$ cat src/sv/rrfp_pkg.sv
// Shared types and constants for the radar report frame parser.
`default_nettype none

package rrfp_pkg;

  localparam logic [7:0] HDR_B0 = 8'hF4;
  localparam logic [7:0] HDR_B1 = 8'hF3;
  localparam logic [7:0] HDR_B2 = 8'hF2;
  localparam logic [7:0] HDR_B3 = 8'hF1;
  localparam logic [7:0] TGT_STATE_MAX = 8'h03;

  localparam int unsigned POS_STATE   = 2;
  localparam int unsigned POS_MOV_LO  = 3;
  localparam int unsigned POS_MOV_HI  = 4;
  localparam int unsigned POS_MOV_EN  = 5;
  localparam int unsigned POS_STA_LO  = 6;
  localparam int unsigned POS_STA_HI  = 7;
  localparam int unsigned POS_STA_EN  = 8;
  localparam int unsigned POS_DET_LO  = 9;
  localparam int unsigned POS_DET_HI  = 10;

  typedef enum logic [2:0] {
    PH_HUNT    = 3'd0,
    PH_H2      = 3'd1,
    PH_H3      = 3'd2,
    PH_H4      = 3'd3,
    PH_LEN_LO  = 3'd4,
    PH_LEN_HI  = 3'd5,
    PH_PAYLOAD = 3'd6
  } phase_e;

  typedef struct packed {
    logic [1:0]  target_state;
    logic [15:0] moving_distance;
    logic [7:0]  moving_energy;
    logic [15:0] static_distance;
    logic [7:0]  static_energy;
    logic [15:0] detect_distance;
  } report_t;

endpackage

`default_nettype wire

$ cat src/sv/rrfp_in_reg.sv
// Input register holding one received byte for the parser stage.
`default_nettype none

module rrfp_in_reg
  import rrfp_pkg::*;
(
  input  wire logic       clk_i,
  input  wire logic       rst_ni,
  input  wire logic       in_valid_i,
  output logic            in_stall_o,
  input  wire logic [7:0] rx_byte_i,
  input  wire logic       adv_i,
  output logic            valid_o,
  output logic [7:0]      byte_o
);

  logic       valid_q, valid_d;
  logic [7:0] byte_q;
  logic       take;

  assign in_stall_o = valid_q && !adv_i;
  assign take       = in_valid_i && !in_stall_o;

  always_comb begin
    valid_d = valid_q;
    if (take) begin
      valid_d = 1'b1;
    end else if (adv_i) begin
      valid_d = 1'b0;
    end
  end

  always_ff @(posedge clk_i or negedge rst_ni) begin
    if (!rst_ni) begin
      valid_q <= 1'b0;
    end else begin
      valid_q <= valid_d;
    end
  end

  always_ff @(posedge clk_i) begin
    if (take) begin
      byte_q <= rx_byte_i;
    end
  end

  assign valid_o = valid_q;
  assign byte_o  = byte_q;

endmodule

`default_nettype wire

$ cat src/sv/rrfp_parser.sv
// Frame state machine, payload capture and report decode.
`default_nettype none

module rrfp_parser
  import rrfp_pkg::*;
#(
  parameter int unsigned PAYLOAD_BYTES = 13
) (
  input  wire logic       clk_i,
  input  wire logic       rst_ni,
  input  wire logic       step_i,
  input  wire logic [7:0] byte_i,
  output logic            emit_o,
  output report_t         report_o
);

  localparam int unsigned IdxW = $clog2(PAYLOAD_BYTES);
  localparam logic [IdxW-1:0] IdxLast = IdxW'(PAYLOAD_BYTES - 1);

  phase_e          phase_q, phase_d;
  logic [IdxW-1:0] idx_q, idx_d;
  logic [7:0]      len_lo_q, len_lo_d;
  logic [1:0]      last_st_q, last_st_d;
  logic [7:0]      pl_q [POS_STATE:POS_DET_HI];
  logic [7:0]      pl_v [POS_STATE:POS_DET_HI];
  logic            in_payload;

  assign in_payload = (phase_q == PH_PAYLOAD);

  // Next state
  always_comb begin
    phase_d  = phase_q;
    idx_d    = idx_q;
    len_lo_d = len_lo_q;
    unique case (phase_q)
      PH_HUNT:    phase_d = (byte_i == HDR_B0) ? PH_H2 : PH_HUNT;
      PH_H2:      phase_d = (byte_i == HDR_B1) ? PH_H3 : PH_HUNT;
      PH_H3:      phase_d = (byte_i == HDR_B2) ? PH_H4 : PH_HUNT;
      PH_H4:      phase_d = (byte_i == HDR_B3) ? PH_LEN_LO : PH_HUNT;
      PH_LEN_LO: begin
        len_lo_d = byte_i;
        phase_d  = PH_LEN_HI;
      end
      PH_LEN_HI: begin
        idx_d = '0;
        if ({byte_i, len_lo_q} == 16'(PAYLOAD_BYTES)) begin
          phase_d = PH_PAYLOAD;
        end else begin
          phase_d = PH_HUNT;
        end
      end
      PH_PAYLOAD: begin
        if (idx_q == IdxLast) begin
          idx_d   = '0;
          phase_d = PH_HUNT;
        end else begin
          idx_d = idx_q + IdxW'(1);
        end
      end
      default:    phase_d = PH_HUNT;
    endcase
  end

  always_ff @(posedge clk_i or negedge rst_ni) begin
    if (!rst_ni) begin
      phase_q   <= PH_HUNT;
      idx_q     <= '0;
      len_lo_q  <= '0;
      last_st_q <= '0;
    end else if (step_i) begin
      phase_q   <= phase_d;
      idx_q     <= idx_d;
      len_lo_q  <= len_lo_d;
      last_st_q <= last_st_d;
    end
  end

  // Only the payload bytes that feed the report are kept.
  for (genvar k = POS_STATE; k <= POS_DET_HI; k++) begin : g_pl
    always_ff @(posedge clk_i) begin
      if (step_i && in_payload && idx_q == IdxW'(k)) begin
        pl_q[k] <= byte_i;
      end
    end
    assign pl_v[k] = (idx_q == IdxW'(k)) ? byte_i : pl_q[k];
  end

  // Outputs
  always_comb begin
    emit_o    = in_payload && (idx_q == IdxLast);
    last_st_d = last_st_q;
    if (emit_o && pl_v[POS_STATE] <= TGT_STATE_MAX) begin
      last_st_d = pl_v[POS_STATE][1:0];
    end
    report_o.target_state    = last_st_d;
    report_o.moving_distance = {pl_v[POS_MOV_HI], pl_v[POS_MOV_LO]};
    report_o.moving_energy   = pl_v[POS_MOV_EN];
    report_o.static_distance = {pl_v[POS_STA_HI], pl_v[POS_STA_LO]};
    report_o.static_energy   = pl_v[POS_STA_EN];
    report_o.detect_distance = {pl_v[POS_DET_HI], pl_v[POS_DET_LO]};
  end

endmodule

`default_nettype wire

$ cat src/sv/rrfp_out_reg.sv
// Result register for decoded reports.
`default_nettype none

module rrfp_out_reg
  import rrfp_pkg::*;
(
  input  wire logic    clk_i,
  input  wire logic    rst_ni,
  input  wire logic    load_i,
  input  wire report_t report_i,
  output logic         free_o,
  output logic         out_valid_o,
  input  wire logic    out_stall_i,
  output report_t      report_o
);

  logic    valid_q, valid_d;
  report_t rep_q;

  assign free_o = !valid_q || !out_stall_i;

  always_comb begin
    valid_d = valid_q;
    if (load_i) begin
      valid_d = 1'b1;
    end else if (!out_stall_i) begin
      valid_d = 1'b0;
    end
  end

  always_ff @(posedge clk_i or negedge rst_ni) begin
    if (!rst_ni) begin
      valid_q <= 1'b0;
    end else begin
      valid_q <= valid_d;
    end
  end

  always_ff @(posedge clk_i) begin
    if (load_i) begin
      rep_q <= report_i;
    end
  end

  assign out_valid_o = valid_q;
  assign report_o    = rep_q;

endmodule

`default_nettype wire

$ cat src/sv/radar_report_frame_parser.sv
// Top level of the radar report frame parser.
//
//   channel | signals                         | transaction
//   --------+---------------------------------+---------------------------------
//   in      | in_valid_i, in_stall_o          | rx_byte_i, one serial byte
//   out     | out_valid_o, out_stall_i        | one decoded target report
//
// A byte is taken every cycle while in_stall_o is low; it is parsed from the input
// register, and the report it completes is registered in the result register.
// The input register and the result register are the only pipeline stages.
// rst_ni clears the parser to hunting for a header and empties both stages.
// A stalled report blocks the input only when the next byte completes a frame.
`default_nettype none

module radar_report_frame_parser
  import rrfp_pkg::*;
#(
  parameter int unsigned PAYLOAD_BYTES = 13
) (
  input  wire logic        clk_i,
  input  wire logic        rst_ni,
  input  wire logic        in_valid_i,
  output logic             in_stall_o,
  input  wire logic [7:0]  rx_byte_i,
  output logic             out_valid_o,
  input  wire logic        out_stall_i,
  output logic [1:0]       target_state_o,
  output logic [15:0]      moving_distance_o,
  output logic [7:0]       moving_energy_o,
  output logic [15:0]      static_distance_o,
  output logic [7:0]       static_energy_o,
  output logic [15:0]      detect_distance_o
);

  logic       st_valid;
  logic [7:0] st_byte;
  logic       emit;
  logic       out_free;
  logic       adv;
  report_t    rep_d;
  report_t    rep_q;

  assign adv = st_valid && (!emit || out_free);

  rrfp_in_reg u_in_reg (
    .clk_i      (clk_i),
    .rst_ni     (rst_ni),
    .in_valid_i (in_valid_i),
    .in_stall_o (in_stall_o),
    .rx_byte_i  (rx_byte_i),
    .adv_i      (adv),
    .valid_o    (st_valid),
    .byte_o     (st_byte)
  );

  rrfp_parser #(
    .PAYLOAD_BYTES (PAYLOAD_BYTES)
  ) u_parser (
    .clk_i    (clk_i),
    .rst_ni   (rst_ni),
    .step_i   (adv),
    .byte_i   (st_byte),
    .emit_o   (emit),
    .report_o (rep_d)
  );

  rrfp_out_reg u_out_reg (
    .clk_i       (clk_i),
    .rst_ni      (rst_ni),
    .load_i      (adv && emit),
    .report_i    (rep_d),
    .free_o      (out_free),
    .out_valid_o (out_valid_o),
    .out_stall_i (out_stall_i),
    .report_o    (rep_q)
  );

  assign target_state_o    = rep_q.target_state;
  assign moving_distance_o = rep_q.moving_distance;
  assign moving_energy_o   = rep_q.moving_energy;
  assign static_distance_o = rep_q.static_distance;
  assign static_energy_o   = rep_q.static_energy;
  assign detect_distance_o = rep_q.detect_distance;

endmodule

`default_nettype wire

$ cat config.mk
export PLATFORM = sky130hd
export DESIGN_NAME = radar_report_frame_parser
export DESIGN_NICKNAME = d
export VERILOG_FILES = /design/src/sv/rrfp_pkg.sv /design/src/sv/rrfp_in_reg.sv /design/src/sv/rrfp_parser.sv /design/src/sv/rrfp_out_reg.sv /design/src/sv/radar_report_frame_parser.sv
export SDC_FILE = /design/constraint.sdc
export NUM_CORES = 1
export LEC_CHECK = 0
export ABC_AREA = 1
export ABC_CLOCK_PERIOD_IN_PS = 6500
export BUFFER_PORTS_ARGS = -buffer_cell sky130_fd_sc_hd__clkbuf_2
export CAP_MARGIN = 20
export CORE_MARGIN = 4
export CORE_UTILIZATION = 60
export DETAILED_ROUTE_END_ITERATION = 6
export PLACE_DENSITY = 0.85
export SYNTH_ARGS = -nofsm -noshare
export SYNTH_HDL_FRONTEND = slang
export SYNTH_SLANG_ARGS = --single-unit
export TNS_END_PERCENT = 20
$ cat constraint.sdc
create_clock -name clk_i -period 6.5 [get_ports clk_i]
set_input_delay 0.975 -clock clk_i [delete_from_list [all_inputs] [get_ports clk_i]]
set_output_delay 0.975 -clock clk_i [all_outputs]
set_load 0.1 [all_outputs]
Word level (Yosys, flattened, before mapping) --
Memories as Yosys holds them, arrays and structs flattened. A register that Yosys moved wholly into a read port is not among the register bits. Cells that the tools add are included.
Operators by class: equality and inequality tests 23, $lt $le $gt $ge 1, multiplexer cells 57, reductions and logical operators 37, $add $sub $neg 1
Operators by type and width (count):
- 2-to-1 mux 8 bit | 9
- OR reduction 8 bit | 8
- 2-to-1 mux 4 bit | 9
- == test 8 bit, second input constant | 4
- 2-to-1 mux 1 bit | 31
- one-hot mux 3 bit (7 select lines) | 1
- == test 16 x 4 -> 1 bit, second input constant | 1
- == test 4 x 3 -> 1 bit, second input constant | 4
- == test 4 bit, second input constant | 4
- logical AND 1 bit | 16
- == test 3 bit, second input constant | 3
- 2-to-1 mux 3 bit | 3
- == test 4 x 2 -> 1 bit, second input constant | 2
- less-or-equal comparator 8 x 2 -> 1 bit, second input constant | 1
- one-hot mux 4 bit (2 select lines) | 1
- == test 3 x 2 -> 1 bit, second input constant | 2
- 2-to-1 mux 2 bit | 3
- AND reduction 2 bit | 3
- zero test 1 bit | 5
- adder 4 x 1 -> 4 bit, second input constant | 1
- nonzero test 2 bit | 2
- == test 3 x 1 -> 1 bit, second input constant | 1
- zero test 3 bit | 1
- logical OR 1 bit | 2
- 2 further kinds | 2
Storage, ports and cells: output and inout port bits 68, flip-flop bits (word level) 29, memories kept 1, bits of input ports 12, RAM bits 72
Memory list:
- u_parser.pl_q | words 9, bits a word 8, read ports 9, clocked after Yosys merged registers in 8, wr ports 1, line rrfp_parser.sv:24 | logic [7:0] pl_q [POS_STATE:POS_DET_HI];

Depth between registers and ports, before layout --
Gate-level depths: netlist of the first run.
depth in word-level cells 18, gate-level depth with buffers 10

Hierarchy --
Synthesis of the first run repeated with hierarchy kept, for this count alone.
Unflattened totals: cell total of the unflattened synthesis 479, area, all modules 6359.8 um^2
Modules (own cells, without submodules):
- rrfp_parser | seq. area each 2587.5 um^2, cells each 389, instances 1, area each 4013.8 um^2
- rrfp_out_reg | seq. area each 2006.9 um^2, cells each 70, instances 1, area each 2023.2 um^2
- rrfp_in_reg | seq. area each 265.3 um^2, cells each 15, instances 1, area each 297.8 um^2
- radar_report_frame_parser | seq. area each 0.0 um^2, cells each 5, instances 1, area each 25.0 um^2

Worst setup path before layout of the first run --
Ideal clock, no wire load.
kind register -> output, start point register u_out_reg.valid_q, in the netlist u_out_reg.out_valid_o, end point output in_stall_o, setup slack 3.002 ns, path buffers 0, stages on the path, launching flop included 5, arrival time 2.523 ns, cell sequence dfrtp_1 -> nand2_1 -> inv_1 -> nand2_4 -> nor2_1
Between the ends: longest elaborated chain between the ends 6
RTL lines:
- start: declaration | line rrfp_out_reg.sv:17 | logic valid_q, valid_d;
- start signal: assignment | line rrfp_out_reg.sv:35 | valid_q <= valid_d;
- zero test 1 bit | line rrfp_out_reg.sv:20 | assign free_o = !valid_q || !out_stall_i;
- logical OR 1 bit | line rrfp_out_reg.sv:20
- logical OR 1 bit | line radar_report_frame_parser.sv:43 | assign adv = st_valid && (!emit || out_free);
- logical AND 1 bit | line radar_report_frame_parser.sv:43
- zero test 1 bit | line rrfp_in_reg.sv:21 | assign in_stall_o = valid_q && !adv_i;
- logical AND 1 bit | line rrfp_in_reg.sv:21
- end: declaration | line radar_report_frame_parser.sv:23 | output logic in_stall_o,
No other way between the ends.

Final worst setup path of the first run --
start point register u_parser.idx_q[0], end point output in_stall_o
Between the ends: longest elaborated chain between the ends 7
RTL lines:
- start: declaration | line rrfp_parser.sv:21 | logic [IdxW-1:0] idx_q, idx_d;
- start signal: assignment | line rrfp_parser.sv:72 | idx_q <= idx_d;
- == test 4 bit | line rrfp_parser.sv:90 | emit_o = in_payload && (idx_q == IdxLast);
- logical AND 1 bit | line rrfp_parser.sv:90
- zero test 1 bit | line radar_report_frame_parser.sv:43
- logical OR 1 bit | line radar_report_frame_parser.sv:43
- logical AND 1 bit | line radar_report_frame_parser.sv:43
- zero test 1 bit | line rrfp_in_reg.sv:21
- logical AND 1 bit | line rrfp_in_reg.sv:21
No other way between the ends.

==> reports/summary.log, run 1 <==
qor: placed_design.place_hpwl 6110 um
qor: yosys.netlist_top_cells_count edfxtp_1 (146), nand2_1 (61), nor2_1 (32)
qor: timing.worst_slew_pin_slew 0.811 ns
qor: finish.antenna_fix_cells 0
qor: die.initial_utilization 61.6%
qor: global_routing.global_route.usage.total 19.1%
qor: yosys.synth.avg_cell_area 16.5 um^2
qor: die.die_w 106 um
qor: timing.slew-limit-headroom 45.9%
qor: timing.max_clock_freq 299 MHz
qor: critical_path.critical_path_buf_inv_count 2
qor: detailed_routing.dr.pass1.iters 6
qor: clock_tree.clock-sinks 165
qor: critical_path.path_depth_of_the_worst_reg2reg_path 10
qor: detailed_routing.vias_per_cell 5.26
qor: timing.setup_slack 3.16 ns
qor: power.pwr-share-clk 44.6%
qor: clock_tree.clock_insertion_delay_worst_skew 0.52 ns
qor: clock_tree.postCtsResizedCells 0
qor: critical_path.cpMaxStageDelayCell clkbuf_2
qor: yosys.synth_largest_type_area_fraction 76.6%
qor: timing.hold-worst-slack 0.414 ns
qor: hold_path.holdCritPathClass in2async
qor: global_routing.grt_first_pass_wirelength 15700 um
qor: critical_path.regToRegEndpoint u_out_reg.report_o[65]$_DFFE_PP_
qor: clock_tree.tritoncts.num_buffers 17
qor: placed_design.placed_cells 553
qor: global_routing.overflow 0
qor: placed_design.pre_cts_ws 3.69 ns
qor: detailed_routing.route.antenna.remaining_nets 0
qor: critical_path.crit-reg2reg-launch u_parser.idx_q[0]$_DFFE_PN0P_
qor: power.leakage 0.00268 uW
qor: clock_tree.cts_hold_buf 0
qor: critical_path.timing.critical_path.from u_parser.idx_q[0]$_DFFE_PN0P_
qor: detailed_routing.remaining_drc_errors 0
qor: timing.timing_hold_violations_final 0
qor: finish.number_of_fill_cells 563
qor: power.power_per_cell_area 314 nW/um^2
qor: critical_path.critical_path.max_fanout 5
qor: yosys.synth_seq_cells 165
qor: die.die_h 106 um
qor: timing.finalWorstPathRequiredPeriod 3.34 ns
qor: yosys.ffs_w_async_s_r_synth 11.5%
qor: critical_path.timing.critical_path.slowest_cell_delay 0.46 ns
qor: global_routing.grt_start_max_net_pins 67
qor: yosys.synth-edff-count 146
qor: critical_path.timing.critical_path.required 5.52 ns
qor: critical_path.reg2reg_slack 3.89 ns
qor: clock_tree.max-clock-path-buffers 2
qor: yosys.instance_count_of_the_mapped_netlist 346
qor: yosys.synth.net_count 362
qor: die.placeableCoreArea 9280 um^2
qor: power.combPwrFrac 0.7%
qor: yosys.ys.flop_type edfxtp_1
qor: clock_tree.clock_tree.root_cell clkbuf_8
qor: clock_tree.post-cts-setup-buffers 0
qor: timing.rsz0062_at_grt no
qor: placed_design.place.gp.congestion 0.881
qor: yosys.post_synth_num_cell_types 23
qor: finish.fin_nets 459
qor: yosys.yosys_warnings 0
qor: timing.final-setup-viol-count 0
qor: critical_path.critPathLaunchType register
qor: critical_path.cp_data_arrival_time 2.37 ns
qor: finish.synthToLayoutAreaGrowth 19.6%
qor: critical_path.critical_path_class reg2out
qor: placed_design.portBuffers 79
qor: run.cap_violations 0
qor: clock_tree.tritoncts done
qor: detailed_routing.totalWireLength 9870 um
qor: power.total_switching_power 434 uW
qor: finish.drive_gt1_share 27.3%
qor: power.netSwitchingFraction 20.2%
qor: timing.totalNegativeSetupSlack 0 ns
qor: die.die_ar 11200 um^2
qor: clock_tree.htree_num_levels 4
qor: critical_path.critical_path_depth 7
qor: global_routing.grt_pass1_vias 3022
qor: power.sequential_power_share 54.6%
qor: finish.layoutNonFillerInstCount 584
qor: die.design.portCount 80
qor: yosys.synth_sequential_area_ratio 84.9%
qor: yosys.leading_post_synthesis_cells_by_cell_area edfxtp_1 (77%), dfrtp_1 (8.3%), nand2_1 (4.0%)
qor: critical_path.endpoint in_stall_o
qor: global_routing.number_of_antenna_violations_at_the_first_check_in_global_routing 0
qor: outcome.outcome finished, final reports clean
qor: critical_path.critical_path_sink_type output pin
qor: critical_path.crit_chain inv_1 > ha_1 > nand3_4 > nor2_4 > nand2_4 > nor2_1 > clkbuf_2
qor: detailed_routing.post_drt_wl_per_cell 16.9 um
qor: yosys.synth_top_area_cell edfxtp_1
qor: power.irDropWorstVdd 0.186 mV
qor: timing.worst_clk_skew 0.00596 ns
qor: die.std_cell_rows 35
qor: power.power.internal 1720 uW
qor: finish.utilization 73.7%
qor: timing.finalMaxSlewViolations 0
qor: detailed_routing.first_iter_violations 360
qor: yosys.cell_with_the_most_instances_after_synthesis edfxtp_1
qor: detailed_routing.dr_total_vias 3072
qor: critical_path.critical_path.top_delay_family buffers and inverters
qor: timing.min_period_over_period 51.5%
qor: yosys.netlist_area 5720 um^2
qor: clock_tree.cts.clk_slew.worst_paths 0.07 ns
==> kinds of logic after synthesis <==
logic type	after synthesis	synth area share, %
flops	165	84.9
simple gates	132	10.6
buf+inv	30	2.23
compound gates	14	1.22
fa+ha+maj	4	0.875
xor+xnor	1	0.153
==> power by group through the flow <==
stage | combinational, uW | sequential (uW) | clock [uW]
after detailed placement | 15.7 | 1200 | 0
after CTS | 16.0 | 1180 | 981
after global placement | 15.3 | 1200 | 0
final | 15.9 | 1180 | 960
after global routing | 18.0 | 1180 | 1040
after floorplan | 9.22 | 1190 | 0
==> layout by cell type (no fill, tap or decap), types with 2 or more instances in the layout <==
master      Yosys  routed
clkbuf_2        0      79
edfxtp_1      146     146
ha_1            4       4
nor2_1         32      32
nand3_2         2       2
nor3_1          4       4
nand2_1        61      61
inv_2           1       2
dfrtp_1        19      19
inv_1          26      25
nand3_1        23      23
inv_6           0       4
nand4_1         2       2
inv_8           0       3
clkbuf_16       0      16
nand2_2         2       2
o21ai_0         6       6
clkinvlp_4      0       3
nor2_4          2       2
o21ai_1         8       8
bufinv_16       0       2
==> worst register-to-register path, cell delays in order (launching register included) <==
cell and delay [ns]:
dfrtp_1 0.43, inv_1 0.13, ha_1 0.29, nand3_4 0.14, nor2_4 0.07, nand2_4 0.09, nand2_8 0.11, inv_4 0.13
nand3_1 0.13, inv_2 0.07, buf_4 0.61
==> routing by layer <==
metal  global-route usage [%]  up-vias  routed length, um
met5                        0        -                  0
met4                     10.6        0                415
met3                     5.14       33                653
met2                     30.1      154               4800
met1                     24.3     1459               3990
li1                         -     1426                  -
==> how the worst min path moves through the flow <==
| stage | startpoint | endpoint | cells past startpoint |
|---|---|---|---|
| CTS | rst_ni | u_parser.len_lo_q[2]$_DFFE_PN0P_ | 1 |
| floorplan | u_parser.pl_q[9][0]$_DFFE_PP_ | detect_distance_o[0]$_DFFE_PP_ | 0 |
| global route | rst_ni | u_parser.len_lo_q[2]$_DFFE_PN0P_ | 1 |
| detailed placement | u_parser.pl_q[4][6]$_DFFE_PP_ | moving_distance_o[14]$_DFFE_PP_ | 0 |
| global placement | u_parser.pl_q[7][1]$_DFFE_PP_ | static_distance_o[9]$_DFFE_PP_ | 0 |
| finish | rst_ni | u_parser.len_lo_q[2]$_DFFE_PN0P_ | 1 |
==> metrics by stage <==
step	cell area, um^2	total power (uW)
global placement	6270	1210
finish	6850	2150
floorplan	5720	1200
CTS	6850	2170
global route	6850	2230
detailed placement	6270	1210
==> flip-flops by register name, indices dropped and copies added (netlist names), 8 cells and up <==
| signal | count |
|---|---|
| u_parser.pl_q | 72 |
| detect_distance_o | 16 |
| moving_distance_o | 16 |
| static_distance_o | 16 |
| moving_energy_o | 8 |
| static_energy_o | 8 |
| u_in_reg.byte_o | 8 |
| u_parser.len_lo_q | 8 |
==> final cells by class <==
type                            count  area [um^2]  area share (%)
Inverter                           28          108            1.57
Clock inverter                     14          165            2.41
Sequential cell                   165         4860            71.0
Tap cell                          129          161            2.36
Clock buffer                       17          414            6.05
Multi-Input combinational cell    151          736            10.7
Timing Repair Buffer               80          403            5.88
(Power assumes the default switching activity.)
==> run 2: changes to the inputs <==
--- a/config.mk
+++ b/config.mk
@@ -6,13 +6,13 @@
 export NUM_CORES = 1
 export LEC_CHECK = 0
 export ABC_AREA = 1
-export ABC_CLOCK_PERIOD_IN_PS = 6500
+export ABC_CLOCK_PERIOD_IN_PS = 3000
 export BUFFER_PORTS_ARGS = -buffer_cell sky130_fd_sc_hd__clkbuf_2
 export CAP_MARGIN = 20
 export CORE_MARGIN = 4
-export CORE_UTILIZATION = 60
+export CORE_UTILIZATION = 51
 export DETAILED_ROUTE_END_ITERATION = 6
-export PLACE_DENSITY = 0.85
+export PLACE_DENSITY = 0.77
 export SYNTH_ARGS = -nofsm -noshare
 export SYNTH_HDL_FRONTEND = slang
 export SYNTH_SLANG_ARGS = --single-unit
==> constraint.sdc (replaced) <==
create_clock -name clk_i -period 3 [get_ports clk_i]
set_input_delay 0.45 -clock clk_i [delete_from_list [all_inputs] [get_ports clk_i]]
set_output_delay 0.45 -clock clk_i [all_outputs]
set_load 0.1 [all_outputs]
==> run 2 against run 1 <==
Compared with the run above:
- first-iteration DRC count is 42% lower
- clock skew is 0.00081 ns lower
- sequential power is 120% higher
- final cell count is 2.2% higher
- design area hardly changed
- non-clock buffer count is 2 higher
- worst setup slack worse by 2.9 ns
- global-route usage is 2.5 points lower
- power is 110% higher
- sequential share of layout area is 0.052 points lower
- clock power is 100% higher
- highest routed layer unchanged
==> reports/summary.log, run 2 (synthesized netlist as in run 1, its figures left out) <==
qor: critical_path.critPathLaunchType register
qor: clock_tree.tritoncts done
qor: finish.number_of_fill_cells 748 [+33%]
qor: global_routing.global_route.usage.total 16.6% [-2.5 points]
qor: timing.finalMaxSlewViolations 0 [unchanged]
qor: power.sequential_power_share 56.1% [+1.5 points]
qor: detailed_routing.dr_total_vias 2963 [-3.5%]
qor: timing.worst_slew_pin_slew 0.727 ns [-0.0839 ns]
qor: finish.design_area 6850 um^2 [about the same]
qor: timing.min_period_over_period 92.4%
qor: die.initial_utilization 52.6% [-9.1 points]
qor: critical_path.critical_path_class reg2out
qor: detailed_routing.met3_length 765 um [+17%]
qor: critical_path.crit_chain inv_1 > ha_1 > nand3_4 > nor2_4 > nand2_4 > nor2_1 > clkbuf_2
qor: timing.max_clock_freq 361 MHz
qor: die.die_w 114 um [+7.8%]
qor: detailed_routing.post_drt_wl_per_cell 16.7 um [-0.91%]
qor: clock_tree.postCtsResizedCells 0 [unchanged]
qor: die.design.portCount 80 [unchanged]
qor: finish.synthToLayoutAreaGrowth 19.7% [about the same]
qor: placed_design.pre_cts_ws 0.442 ns [-3.25 ns]
qor: critical_path.critical_path.max_fanout 5 [unchanged]
qor: finish.layoutNonFillerInstCount 597 [+2.2%]
qor: detailed_routing.wl_met2 4850 um [+1.1%]
qor: hold_path.holdCritPathClass in2reg
qor: finish.regMostFlops u_parser.pl_q
qor: power.power.internal 3680 uW [+110%]
qor: placed_design.placed_cells 565 [+2.2%]
qor: detailed_routing.dr.pass1.iters 6 [unchanged]
qor: timing.setup_slack 0.227 ns [-2.93 ns]
qor: timing.finalWorstPathRequiredPeriod 2.77 ns
qor: power.combPwrFrac 0.8% [about the same]
qor: global_routing.number_of_antenna_violations_at_the_first_check_in_global_routing 0 [unchanged]
qor: power.total_switching_power 859 uW [+98%]
qor: die.placeableCoreArea 10900 um^2 [+17%]
qor: placed_design.place.gp.congestion 0.859 [-2.5%]
qor: clock_tree.tritoncts.num_buffers 17 [unchanged]
qor: clock_tree.clock-sinks 165 [unchanged]
qor: power.power_per_cell_area 663 nW/um^2 [+110%]
qor: critical_path.critical_path_buf_inv_count 2 [unchanged]
qor: global_routing.grt_pass1_vias 2949 [-2.4%]
qor: power.pwr-share-clk 43.2% [-1.4 points]
qor: clock_tree.htree_num_levels 4 [unchanged]
qor: placed_design.portBuffers 79 [unchanged]
qor: placed_design.placedInstanceArea 6300 um^2 [+0.60%]
qor: timing.totalNegativeSetupSlack 0 ns [unchanged]
qor: timing.slew-limit-headroom 51.3% [+5.4 points]
qor: finish.mostFrequentLayoutCell edfxtp_1
qor: finish.fin_nets 461 [+0.44%]
qor: finish.antenna_fix_cells 0 [unchanged]
qor: die.die_ar 13000 um^2 [+16%]
qor: global_routing.grt_start_max_net_pins 36 [-46%]
qor: critical_path.reg2reg_slack 0.42 ns [-3.47 ns]
qor: global_routing.grt_first_pass_wirelength 15600 um [-0.44%]
qor: finish.final_cell_mix edfxtp_1 (146), clkbuf_2 (79), nand2_1 (61)
qor: die.die_h 114 um [+7.8%]
qor: finish.drive_gt1_share 25.8% [-1.4 points]
qor: power.leakage 0.00266 uW [-0.82%]
qor: detailed_routing.top_layer met4
qor: critical_path.cp_data_arrival_time 2.32 ns [-0.05 ns]
qor: critical_path.critical_path_sink_type output pin
qor: clock_tree.cts.clk_slew.worst_paths 0.06 ns [about the same]
qor: critical_path.timing.critical_path.slowest_cell_delay 0.46 ns [about the same]
qor: outcome.outcome finished, final reports clean
qor: critical_path.timing.critical_path.required 2.55 ns [-2.97 ns]
qor: detailed_routing.vias_per_cell 4.96 [-5.6%]
qor: die.std_cell_rows 38 [+8.6%]
qor: run.cap_violations 0 [unchanged]
qor: finish.utilization 62.9% [-11 points]
qor: timing.worst_clk_skew 0.00516 ns [-0.000808 ns]
qor: detailed_routing.remaining_drc_errors 0 [unchanged]
qor: detailed_routing.wl_met1 4150 um [+3.8%]
qor: clock_tree.max-clock-path-buffers 2 [unchanged]
qor: clock_tree.clock_insertion_delay_worst_skew 0.52 ns [about the same]
qor: power.netSwitchingFraction 18.9% [-1.3 points]
qor: timing.final-setup-viol-count 0 [unchanged]
qor: detailed_routing.first_iter_violations 208 [-42%]
qor: finish.largest_reg_flops 72 [unchanged]
qor: critical_path.critical_path.top_delay_family buffers and inverters
qor: clock_tree.clock_tree.root_cell clkbuf_8
qor: detailed_routing.route.antenna.remaining_nets 0 [unchanged]
qor: detailed_routing.totalWireLength 10000 um [+1.3%]
qor: timing.timing_hold_violations_final 0 [unchanged]
qor: placed_design.place_hpwl 6290 um [+3.1%]
qor: critical_path.cpMaxStageDelayCell clkbuf_2
qor: power.irDropWorstVdd 0.358 mV [+93%]
qor: timing.rsz0062_at_grt no
qor: global_routing.overflow 0 [unchanged]
-- run 2: per-stage QoR --
stage / hold slack, ns / power, uW
finish: 0.0996 / 4540
global route: 0.0716 / 4700
CTS: 0.0671 / 4580
detailed placement: 0.405 / 2630
global placement: 0.407 / 2630
floorplan: 0.154 / 2590
-- run 2: worst reg2reg max path: cells and delay by family, from the launching register on --
family	cells	cell delay, ns
buffers and inverters	4	0.94
AND/OR/NAND/NOR	5	0.69
flip-flops	1	0.43
adder cells (fa/ha/maj)	1	0.26
-- run 2: power groups by stage --
stage / Clock [uW] / Sequential, uW / Combinational (uW)
global route: 2110 / 2550 / 39.8
CTS: 2000 / 2550 / 34.7
detailed placement: 0 / 2600 / 33.4
floorplan: 0 / 2570 / 20.0
global placement: 0 / 2600 / 32.3
finish: 1960 / 2550 / 34.3
-- run 2: area by class of cell --
type | count | area, um^2 | area share, %
Sequential cell | 165 | 4860 | 70.9
Timing Repair Buffer | 82 | 433 | 6.32
Clock inverter | 11 | 111 | 1.63
Inverter | 28 | 111 | 1.63
Clock buffer | 20 | 425 | 6.21
Multi-Input combinational cell | 151 | 736 | 10.7
Tap cell | 140 | 175 | 2.56
-- run 2: worst paths after layout --
| path | depth (start not counted) | from | to |
|---|---|---|---|
| hold / removal | 1 | rx_byte_i[1] | u_in_reg.byte_o[1]$_DFFE_PP_ |
| hold reg to reg | 0 | u_parser.pl_q[4][6]$_DFFE_PP_ | moving_distance_o[14]$_DFFE_PP_ |
| setup reg to reg | 10 | u_parser.idx_q[0]$_DFFE_PN0P_ | moving_distance_o[4]$_DFFE_PP_ |
| max in group asynchronous | 2 | rst_ni | u_parser.idx_q[1]$_DFFE_PN0P_ |
| min in group asynchronous | 2 | rst_ni | u_parser.len_lo_q[0]$_DFFE_PN0P_ |
| setup / recovery | 7 | u_parser.idx_q[0]$_DFFE_PN0P_ | in_stall_o |
-- run 2: what timing repair did --
action,4_1_cts,5_1_grt
hold endpoints to repair,19,0
hold buffers,1,0
endpoints found under the setup margin,0,0
buffers inserted,0,0
-- run 2: layer usage --
metal | up-vias | track usage (%)
li1 | 1427 | -
met5 | - | 0
met3 | 23 | 5.73
met4 | 0 | 6.89
met1 | 1390 | 20.9
met2 | 123 | 26.6
==> run 3: changes to the inputs <==
--- a/config.mk
+++ b/config.mk
@@ -7,12 +7,13 @@
 export LEC_CHECK = 0
 export ABC_AREA = 1
 export ABC_CLOCK_PERIOD_IN_PS = 3000
-export BUFFER_PORTS_ARGS = -buffer_cell sky130_fd_sc_hd__clkbuf_2
+export BUFFER_PORTS_ARGS = -buffer_cell sky130_fd_sc_hd__buf_2
 export CAP_MARGIN = 20
 export CORE_MARGIN = 4
 export CORE_UTILIZATION = 51
 export DETAILED_ROUTE_END_ITERATION = 6
 export PLACE_DENSITY = 0.77
+export SLEW_MARGIN = 5
 export SYNTH_ARGS = -nofsm -noshare
 export SYNTH_HDL_FRONTEND = slang
 export SYNTH_SLANG_ARGS = --single-unit
==> run 3 against run 2 <==
Compared with the run above:
- power up 2.5%
- clock power up 6%
- critical path depth unchanged
- first-iteration DRC count down 6.7%
- maximum frequency up 1.3%
- global-route usage down 0.14 points
- via count up 0.94%
- die area unchanged
- sequential cell count unchanged
- critical endpoint unchanged
==> reports/summary.log, run 3 (synthesized netlist as in run 1, its figures left out) <==
qor: timing.rsz0062_at_grt no
qor: die.die_h 114 um [unchanged]
qor: detailed_routing.first_iter_violations 194 [-6.7%]
qor: power.total_power 4650 uW [+2.5%]
qor: global_routing.grt_start_max_net_pins 36 [unchanged]
qor: critical_path.critical_path_sink_type output pin
qor: placed_design.place.gp.congestion 0.881 [+2.5%]
qor: detailed_routing.route.antenna.remaining_nets 0 [unchanged]
qor: critical_path.critPathLaunchType register
qor: detailed_routing.dr.pass1.iters 4 [-2]
qor: global_routing.globalRoute.busiestLayer met2
qor: placed_design.place_hpwl 6460 um [+2.6%]
qor: finish.regMostFlops u_parser.pl_q
qor: run.cap_violations 0 [unchanged]
qor: clock_tree.clock_insertion_delay_worst_skew 0.51 ns [about the same]
qor: detailed_routing.dr_total_vias 2991 [+0.94%]
qor: finish.drive_gt1_share 26.6% [+0.82 points]
qor: timing.hold-worst-slack 0.107 ns [+0.00748 ns]
qor: die.design.portCount 80 [unchanged]
qor: clock_tree.clock-sinks 165 [unchanged]
qor: global_routing.grt.met2_usage 26.9% [+0.27 points]
qor: die.die_w 114 um [unchanged]
qor: timing.totalNegativeSetupSlack 0 ns [unchanged]
qor: critical_path.cp_data_arrival_time 2.29 ns [-0.03 ns]
qor: timing.finalWorstPathRequiredPeriod 2.74 ns [-0.0343 ns]
qor: critical_path.timing.critical_path.required 2.55 ns [about the same]
qor: die.initial_utilization 52.6% [unchanged]
qor: finish.final_cell_mix edfxtp_1 (146), buf_2 (79), nand2_1 (61)
qor: timing.max_clock_freq 365 MHz [+1.3%]
qor: global_routing.grt_util_met3 5.31% [-0.42 points]
qor: timing.min_period_over_period 91.3% [-1.1 points]
qor: critical_path.critical_path.max_fanout 5 [unchanged]
qor: detailed_routing.vias_per_cell 5.00 [+0.78%]
qor: global_routing.grt.met1_usage 21.1% [+0.25 points]
qor: timing.final-setup-viol-count 0 [unchanged]
qor: power.irDropWorstVdd 0.437 mV [+22%]
qor: die.placeableCoreArea 10900 um^2 [unchanged]
qor: power.combPwrFrac 0.7% [about the same]
qor: global_routing.global_route.usage.total 16.5% [-0.14 points]
qor: global_routing.number_of_antenna_violations_at_the_first_check_in_global_routing 0 [unchanged]
qor: clock_tree.tritoncts done
qor: power.sequential_power_share 54.8% [-1.3 points]
qor: die.die_ar 13000 um^2 [unchanged]
qor: power.pwr-share-clk 44.5% [+1.3 points]
qor: global_routing.grt_first_pass_wirelength 15900 um [+1.5%]
qor: hold_path.holdCritPathClass in2reg
qor: timing.worst_clk_skew 0.00985 ns [+0.00470 ns]
qor: die.std_cell_rows 38 [unchanged]
qor: detailed_routing.totalWireLength 9800 um [-2.0%]
qor: power.power_per_cell_area 675 nW/um^2 [+1.8%]
qor: timing.slew-limit-headroom 52.9% [+1.5 points]
qor: timing.finalMaxSlewViolations 0 [unchanged]
qor: power.power.internal 3780 uW [+2.5%]
qor: clock_tree.max-clock-path-buffers 2 [unchanged]
qor: clock_tree.post-cts-setup-buffers 0 [unchanged]
qor: finish.synthToLayoutAreaGrowth 20.4%
qor: power.leakage 0.00267 uW [+0.38%]
qor: finish.mostFrequentLayoutCell edfxtp_1
qor: critical_path.critical_path_class reg2out
qor: finish.largest_reg_flops 72 [unchanged]
qor: finish.antenna_fix_cells 0 [unchanged]
qor: clock_tree.htree_num_levels 4 [unchanged]
qor: global_routing.overflow 0 [unchanged]
qor: placed_design.portBuffers 79 [unchanged]
qor: clock_tree.tritoncts.num_buffers 17 [unchanged]
qor: timing.worst_slew_pin_slew 0.704 ns [-0.0230 ns]
qor: detailed_routing.remaining_drc_errors 0 [unchanged]
qor: timing.timing_hold_violations_final 0 [unchanged]
qor: clock_tree.clock_tree.root_cell clkbuf_8
qor: finish.number_of_fill_cells 766 [+2.4%]
qor: global_routing.grt_pass1_vias 3016 [+2.3%]
qor: power.total_switching_power 877 uW [+2.1%]
qor: power.netSwitchingFraction 18.9% [-0.065 points]
qor: detailed_routing.post_drt_wl_per_cell 16.4 um [-2.1%]
qor: outcome.outcome finished, final reports clean
qor: finish.fin_nets 461 [unchanged]
qor: clock_tree.cts.clk_slew.worst_paths 0.06 ns [about the same]
==> run 3: cell count changes in the layout (fill, tap and decap cells not counted) <==
cell,delta
clkbuf_1,-2
clkbuf_2,-79
clkinv_4,+1
clkinv_2,+1
bufinv_16,+1
clkinv_1,-1
buf_2,+79
inv_6,+1
==> run 3: metal layers <==
metal / vias up / wire, um
li1: 1424 / -
met4: 0 / 142
met5: - / 0
met1: 1422 / 3960
met2: 132 / 4860
met3: 13 / 843
==> run 3: worst max-delay path, cell delays in order, from the launching register on <==
cell and delay [ns]:
dfrtp_1 0.43, inv_1 0.15, ha_1 0.25, nand3_4 0.12, nor2_4 0.19, nand2_4 0.10
nor2_1 0.10, buf_2 0.43
==> run 3: timing repair <==
action	in CTS	in global routing
resized for setup	0	0
hold endpoints to repair	19	0
hold buffers	1	0
==> run 3: path summary, 6_finish.rpt <==
kind                                           startpoint                                end  slack (ns)  depth (start not counted)
min in group asynchronous                          rst_ni  u_out_reg.out_valid_o$_DFFE_PN0P_        0.40                          2
max reg2reg                 u_parser.idx_q[0]$_DFFE_PN0P_     moving_distance_o[6]$_DFFE_PP_        0.41                         10
max                         u_parser.idx_q[0]$_DFFE_PN0P_                         in_stall_o        0.26                          7
min                                          rx_byte_i[5]       u_in_reg.byte_o[5]$_DFFE_PP_        0.11                          1
max in group asynchronous                          rst_ni      u_parser.idx_q[1]$_DFFE_PN0P_        2.30                          2
min reg2reg                u_parser.pl_q[10][1]$_DFFE_PP_     detect_distance_o[9]$_DFFE_PP_        0.42                          0
==> run 3: final cells by class <==
| cell class | instances | area [um^2] | share of cell area [%] |
|---|---|---|---|
| inverters | 28 | 111 | 1.62 |
| clock buffers | 18 | 418 | 6.06 |
| clock inverters | 14 | 160 | 2.32 |
| well taps | 140 | 175 | 2.54 |
| multi-input cells | 151 | 736 | 10.7 |
| flip-flops and latches | 165 | 4860 | 70.5 |
| repair buffers | 82 | 433 | 6.28 |
==> run 3: power groups by stage <==
stage          Sequential (uW)  Combinational (uW)  Clock (uW)
2_1_floorplan             2570                20.0           0
3_3_place_gp              2590                32.4           0
3_5_place_dp              2600                33.6           0
4_1_cts                   2550                34.9        2100
5_1_grt                   2550                40.1        2230
6_report                  2550                34.4        2070
==> run 3: metrics by stage <==
stage / worst slack, ns / instance area (um^2) / instances / util (%)
6_report: 0.261 / 6890 / 598 / 63.3
5_1_grt: 0.0860 / 6890 / 598 / 63.3
4_1_cts: 0.234 / 6890 / 598 / 63.3
3_5_place_dp: 0.440 / 6300 / 565 / 57.9
3_3_place_gp: 0.585 / 6300 / 565 / 57.9
2_1_floorplan: 0.0273 / 5730 / 346 / -
